**src/rtl/ipcs_ram.sv**
```systemverilog
// Generic single-port synchronous RAM with registered read.
`timescale 1ns / 1ps
`default_nettype none
module ipcs_ram #(
	parameter int WIDTH = 8,
	parameter int DEPTH = 16
) (
	input  wire                     clk,
	input  wire                     we,
	input  wire [$clog2(DEPTH)-1:0] addr,
	input  wire [WIDTH-1:0]         wdata,
	output logic [WIDTH-1:0]        rdata
);
	logic [WIDTH-1:0] mem_q [DEPTH];

	always_ff @(posedge clk) begin
		if (we) begin
			mem_q[addr] <= wdata;
		end
		rdata <= mem_q[addr];
	end
endmodule
`default_nettype wire

```
**config.mk**
```make
export PLATFORM = sky130hd
export DESIGN_NAME = ipcs_ram
export DESIGN_NICKNAME = d
export VERILOG_FILES = /design/src/rtl/ipcs_ram.sv
export SDC_FILE = /design/constraint.sdc
export NUM_CORES = 1
export LEC_CHECK = 0
export BUFFER_PORTS_ARGS = -buffer_cell sky130_fd_sc_hd__buf_2
export CAP_MARGIN = 0
export CORE_MARGIN = 1.5
export CORE_UTILIZATION = 25
export CTS_CLUSTER_SIZE = 8
export DETAILED_ROUTE_END_ITERATION = 7
export REMOVE_ABC_BUFFERS = 1
export SLEW_MARGIN = 5
export SYNTH_ARGS = -nofsm -noshare
export SYNTH_HDL_FRONTEND = slang
export SYNTH_SLANG_ARGS = --single-unit
```
**constraint.sdc**
```tcl
create_clock -name clk -period 1.6 [get_ports clk]
set_input_delay 0.16 -clock clk [delete_from_list [all_inputs] [get_ports clk]]
set_output_delay 0.16 -clock clk [all_outputs]
set_load 0.01 [all_outputs]
```
==> results.json, run 1 <==
{
  "dp_hpwl_um": 6939,
  "crit_arrival_ns": 1.64,
  "p_seq_share_pct": 48.3,
  "fp.coreArea_sq_um": 19650,
  "totalNegativeSetupSlack_ns": 0,
  "ios": 22,
  "holdCritStartpoint": "wdata[6]",
  "wl_met1_um": 4443,
  "cp-startpoint": "mem_q[11][3]",
  "hp-class": "primary input to flop",
  "rsz0062_at_grt": "no",
  "place.gp.congestion": 0.7162,
  "met3_length_um": 582,
  "holdWs_ns": 0.1476,
  "numPortBuffers": 21,
  "period_minus_slack_ns": 1.366,
  "dieArea_sq_um": 21130,
  "die_w_um": 145.4,
  "antenna_cells": 0,
  "die_h_um": 145.4,
  "relSlewSlack_pct": 53.21,
  "via_count": 2416,
  "clock-sinks": 136,
  "final_nets": 301,
  "grt-ovfl-total": 0,
  "crit_fanout": 1,
  "synth_cells": 230,
  "reg2regPathDepth": 3,
  "num_rows": 51,
  "met2RoutedLength_um": 5172,
  "grt_max_degree": 23,
  "cp-end-kind": "flop",
  "p_clk_share_pct": 46.8,
  "r2r-end": "rdata[3]",
  "cap_violations": 0,
  "fin_skew_ns": 0.006685,
  "cts_resized": 0,
  "cts_setup_buffers": 0,
  "critPathLaunchType": "flop",
  "r2r-start": "mem_q[11][3]",
  "crit_required_ns": 1.87,
  "synth.distinct_cells": 18,
  "cts.clk_slew.worst_paths_ns": 0.06,
  "grt_pass1_vias": 2505,
  "routedWlPerCell_um": 18.23,
  "routed.top_layer": "met4",
  "vias_per_cell": 4.276,
  "cts_made_buffers": 17,
  "ys_seq_elements": 136,
  "setup_violations": 0,
  "crit_type": "flop to flop",
  "antenna_found_initial": 0,
  "drc": 0,
  "max_freq_mhz": 732.0,
  "powerDensity_nw_per_um2": 1315,
  "combPwrFrac_pct": 4.9,
  "drive_gt1_share_pct": 37.67,
  "status": "finished, final reports clean",
  "postRouteAntennaNets": 0,
  "cellLeakagePower_uw": 0.002081,
  "cts_tree": "yes",
  "switching_share_pct": 20.27,
  "cts-root-buf": "clkbuf_16",
  "worstMarginPinSlew_ns": 0.7004,
  "fin_crit_sh_pct": 85.38,
  "vdd_drop_max_uv": 629.4,
  "nFillCells": 1894,
  "endpoint": "rdata[3]",
  "syn_area_sq_um": 5067,
  "power.switching_uw": 1685,
  "dr.first_iter.drc_count": 215,
  "grt_pass1_wl_um": 15670,
  "rrSetupSlack_ns": 0.23,
  "ys_seq_area_share_pct": 79.01,
  "intPower_uw": 6626,
  "dr.pass1.iters": 4,
  "cts.htree.levels": 4,
  "grt_use_total_pct": 10.22,
  "start_util_pct": 25.78,
  "syn_to_final_growth_pct": 24.72,
  "cts_buffer_depth": 2,
  "cts_hold_buf": 0,
  "avgSynthCellArea_sq_um": 22.03,
  "drv_slew": 0,
  "holdPathStages": 1,
  "clkLatencyLatePin_ns": 0.40,
  "hold_viol": 0,
  "wirelength_um": 10300,
  "ys_warn_count": 0
}
==> cells by family after synthesis <==
group                  synth area share (%)
AND/OR/NAND/NOR                       3.210
buffers and inverters                 1.185
AO/OA/AOI/OAI                         2.370
multiplexers                          14.22
flip-flops                            79.01
==> synth_stat cells (all sizes together) <==
library cell,n,area (sq um)
edfxtp,128,3844
mux4,32,720.7
a22oi,16,120.1
nor2,13,48.80
nand2,9,33.78
buf,8,47.54
dfxtp,8,160.2
nor3,4,20.02
clkbuf,3,12.51
nand2b,2,12.51
nand3b,2,15.01
nor2b,2,12.51
and2,1,6.260
nand3,1,5.000
or3b,1,8.760
==> critical path, stage by stage (launching register included) <==
cell and delay [ns]:
edfxtp_1 0.35, mux4_2 0.49, a22oi_1 0.30, nand2_1 0.10
==> cell usage in the layout (no fill, tap or decap), drive strengths merged <==
cell and count:
nand3 1, and2 1, dfxtp 8, clkbuf 18, nor3 4, inv 2, bufinv 3, edfxtp 128
clkinvlp 1, nor2 13, a22oi 16, nand2 9, nand3b 2, clkinv 8, nand2b 2, or3b 1
buf 49, mux4 32, nor2b 2
==> cell type report <==
| class | instances | area, sq um | area share [%] |
|---|---|---|---|
| flip-flops and latches | 136 | 4004 | 63.35 |
| multi-input cells | 83 | 1003 | 15.88 |
| clock buffers | 18 | 429.2 | 6.791 |
| repair buffers | 49 | 377.9 | 5.979 |
| well taps | 265 | 331.6 | 5.246 |
| clock inverters | 14 | 173.9 | 2.752 |
==> sequential cells by signal, summed over array words and instances, names as in the netlist <==
signal and flops:
mem_q 128, rdata 8
==> power by group through the flow <==
stage / Sequential (uW) / Combinational, uW / Clock [uW]
2_1_floorplan: 4090 / 164 / 0
3_3_place_gp: 4080 / 408 / 0
3_5_place_dp: 4090 / 417 / 0
4_1_cts: 4010 / 419 / 3970
5_1_grt: 4020 / 441 / 4130
6_report: 4010 / 407 / 3890
==> metrics by stage <==
stage	util, %	power [uW]	instances	cell area (sq um)	worst slack, ns
floorplan	-	4250	219	5007	-0.05287
detailed placement	29.09	4504	533	5717	-0.03641
finish	32.16	8311	565	6320	0.2339
CTS	32.16	8403	565	6320	0.2039
global route	32.16	8586	565	6320	0.1697
global placement	29.09	4492	533	5717	-0.008040
==> worst min-delay path by stage <==
stage | to | slack, ns
3_3_place_gp | mem_q[2][1] | 0.56
5_1_grt | mem_q[15][1] | 0.15
2_1_floorplan | mem_q[0][0] | 0.26
6_report | mem_q[5][6] | 0.15
3_5_place_dp | rdata[1] | 0.57
4_1_cts | mem_q[4][3] | 0.14
==> routing by layer <==
metal / vias to the layer above / global-route usage (%)
met5: - / 0
met4: 0 / 3.980
met3: 4 / 2.414
met2: 72 / 16.31
met1: 1261 / 13.51
li1: 1079 / -
(Power assumes the default switching activity.)
==> run 2, diff against run 1 <==
--- a/config.mk
+++ b/config.mk
@@ -14,3 +14,2 @@
 export REMOVE_ABC_BUFFERS = 1
-export SLEW_MARGIN = 5
 export SYNTH_ARGS = -nofsm -noshare
==> constraint.sdc (replaced) <==
create_clock -name clk -period 1.6 [get_ports clk]
set_input_delay 0.32 -clock clk [delete_from_list [all_inputs] [get_ports clk]]
set_output_delay 0.32 -clock clk [all_outputs]
set_load 0.01 [all_outputs]
==> run 2 against run 1 <==
Against the previous run:
- wire length grew 1.8%
- setup slack gained 0.011 ns
- critical endpoint unchanged
- non-clock buffer count grew 4
- final area grew 0.32%
- global-route usage grew 0.38 points
- register-to-register slack is essentially flat
- sequential cell count is the same
- clock skew grew 0.00085 ns
- first-iteration DRC count grew 10%
- clock power shrank 1%
==> results.json, run 2 (synthesis gave the netlist of run 1 again) <==
{
  "cts-root-buf": "clkbuf_16",
  "powerDensity_nw_per_um2": 1306,
  "rsz0062_at_grt": "no",
  "grt_pass1_wl_um": 16370,
  "final_nets": 305,
  "holdCritStartpoint": "wdata[2]",
  "dieArea_sq_um": 21130,
  "setup_slack_ns": 0.2446,
  "cts_tree": "yes",
  "ios": 22,
  "dp_hpwl_um": 7019,
  "drv_slew": 0,
  "postRouteAntennaNets": 0,
  "clock-sinks": 136,
  "setup_violations": 0,
  "period_minus_slack_ns": 1.355,
  "busiest_layer": "met2",
  "wirelength_um": 10490,
  "place_area_sq_um": 5747,
  "start_util_pct": 25.78,
  "num_rows": 51,
  "numPortBuffers": 21,
  "grt_max_degree": 23,
  "drc": 0,
  "clkLatencyLatePin_ns": 0.41,
  "relSlewSlack_pct": 49.79,
  "routedWlPerCell_um": 18.43,
  "r2r-start": "mem_q[10][3]",
  "cellLeakagePower_uw": 0.002096,
  "antenna_cells": 0,
  "crit_required_ns": 1.88,
  "holdPathEnd": "mem_q[5][2]",
  "vdd_drop_max_uv": 624.3,
  "via_count": 2448,
  "reg2regPathDepth": 3,
  "totalNegativeSetupSlack_ns": 0,
  "die_w_um": 145.4,
  "largest_reg_flops": 128,
  "cts_setup_buffers": 0,
  "cts.htree.levels": 4,
  "cts_hold_buf": 0,
  "place.gp.congestion": 0.7079,
  "hp-class": "primary input to flop",
  "crit_type": "flop to flop",
  "fin_skew_ns": 0.007537,
  "rrSetupSlack_ns": 0.24,
  "fin_crit_sh_pct": 84.71,
  "cts_resized": 0,
  "final_common_cell": "edfxtp_1",
  "pre_cts_ws_ns": -0.1685,
  "use_met1_pct": 13.77,
  "grt-ovfl-total": 0,
  "drive_gt1_share_pct": 37.17,
  "status": "finished, final reports clean",
  "met3_usage_pct": 2.414,
  "vias_per_cell": 4.302,
  "cts_buffer_depth": 2,
  "grt_pass1_vias": 2660,
  "syn_to_final_growth_pct": 25.11,
  "worstMarginPinSlew_ns": 0.7516,
  "holdPathStages": 1,
  "grt_util_met2_pct": 17.05,
  "final_cell_mix": "edfxtp_1 (128), mux4_2 (32), buf_4 (27)",
  "antenna_found_initial": 0,
  "hold_viol": 0,
  "crit_fanout": 1,
  "max_flop_register": "mem_q",
  "fp.coreArea_sq_um": 19650,
  "crit_arrival_ns": 1.63,
  "critPathLaunchType": "flop",
  "max_freq_mhz": 737.8,
  "dr.pass1.iters": 4,
  "cp-end-kind": "flop",
  "cts_made_buffers": 17,
  "top_regs": "mem_q: 128 flops, rdata: 8 flops",
  "cts.clk_slew.worst_paths_ns": 0.05,
  "power_uw": 8280,
  "die_h_um": 145.4,
  "fin_area_sq_um": 6340,
  "dr.first_iter.drc_count": 237,
  "cap_violations": 0,
  "r2r-end": "rdata[3]",
  "grt_use_total_pct": 10.60
}
==> run 2: cell count changes in the layout (fill, tap and decap cells not counted) <==
cell and delta:
buf_4 +4, clkbuf_1 +4, clkbuf_8 +2, clkinv_4 -4, inv_6 -2
==> run 2: metal layers <==
metal  vias up  routed length (um)
met2        57                5276
met1      1290                4635
met3        16                 399
met4         0                 178
li1       1085                   -
met5         -                   0
==> run 2: worst max path at each step <==
stage                     cells after the start    startpoint          end  slack, ns
after floorplan                               2       addr[2]  mem_q[0][0]      -0.21
final                                         3  mem_q[10][3]     rdata[3]       0.24
after global routing                          3  mem_q[10][3]     rdata[3]       0.16
after global placement                        5       addr[0]     rdata[0]      -0.16
after CTS                                     3   mem_q[1][1]     rdata[1]       0.23
after detailed placement                      5       addr[0]     rdata[1]      -0.17
==> run 2: power by group <==
group	switching (uW)	internal, uW	leakage (uW)	total [uW]
clock	1330	2530	0.000288	3850
combinational	228	184	0.000584	412
sequential	27.3	3990	0.00122	4010
==> run 2: worst max-delay path, cell delays in order, from the launching register on <==
cell and delay, ns:
edfxtp_1 0.37, mux4_2 0.47, a22oi_1 0.31, nand2_1 0.08
==> run 2: stage by stage <==
| step | util, % | cells | hold slack, ns |
|---|---|---|---|
| finish | 32.26 | 569 | 0.3083 |
| global route | 32.26 | 569 | 0.3096 |
| CTS | 32.26 | 569 | 0.2976 |
| detailed placement | 29.24 | 537 | 0.6781 |
| global placement | 29.24 | 537 | 0.6682 |
| floorplan | - | 219 | 0.4189 |
==> run 2: area by class of cell <==
type                       count  area, sq um
multi-input combinational     83         1003
tap                          265        331.6
timing repair buffer          53        407.9
clock buffer                  24        471.7
sequential                   136         4004
clock inverter                 8        121.4
fill                        1904        13310
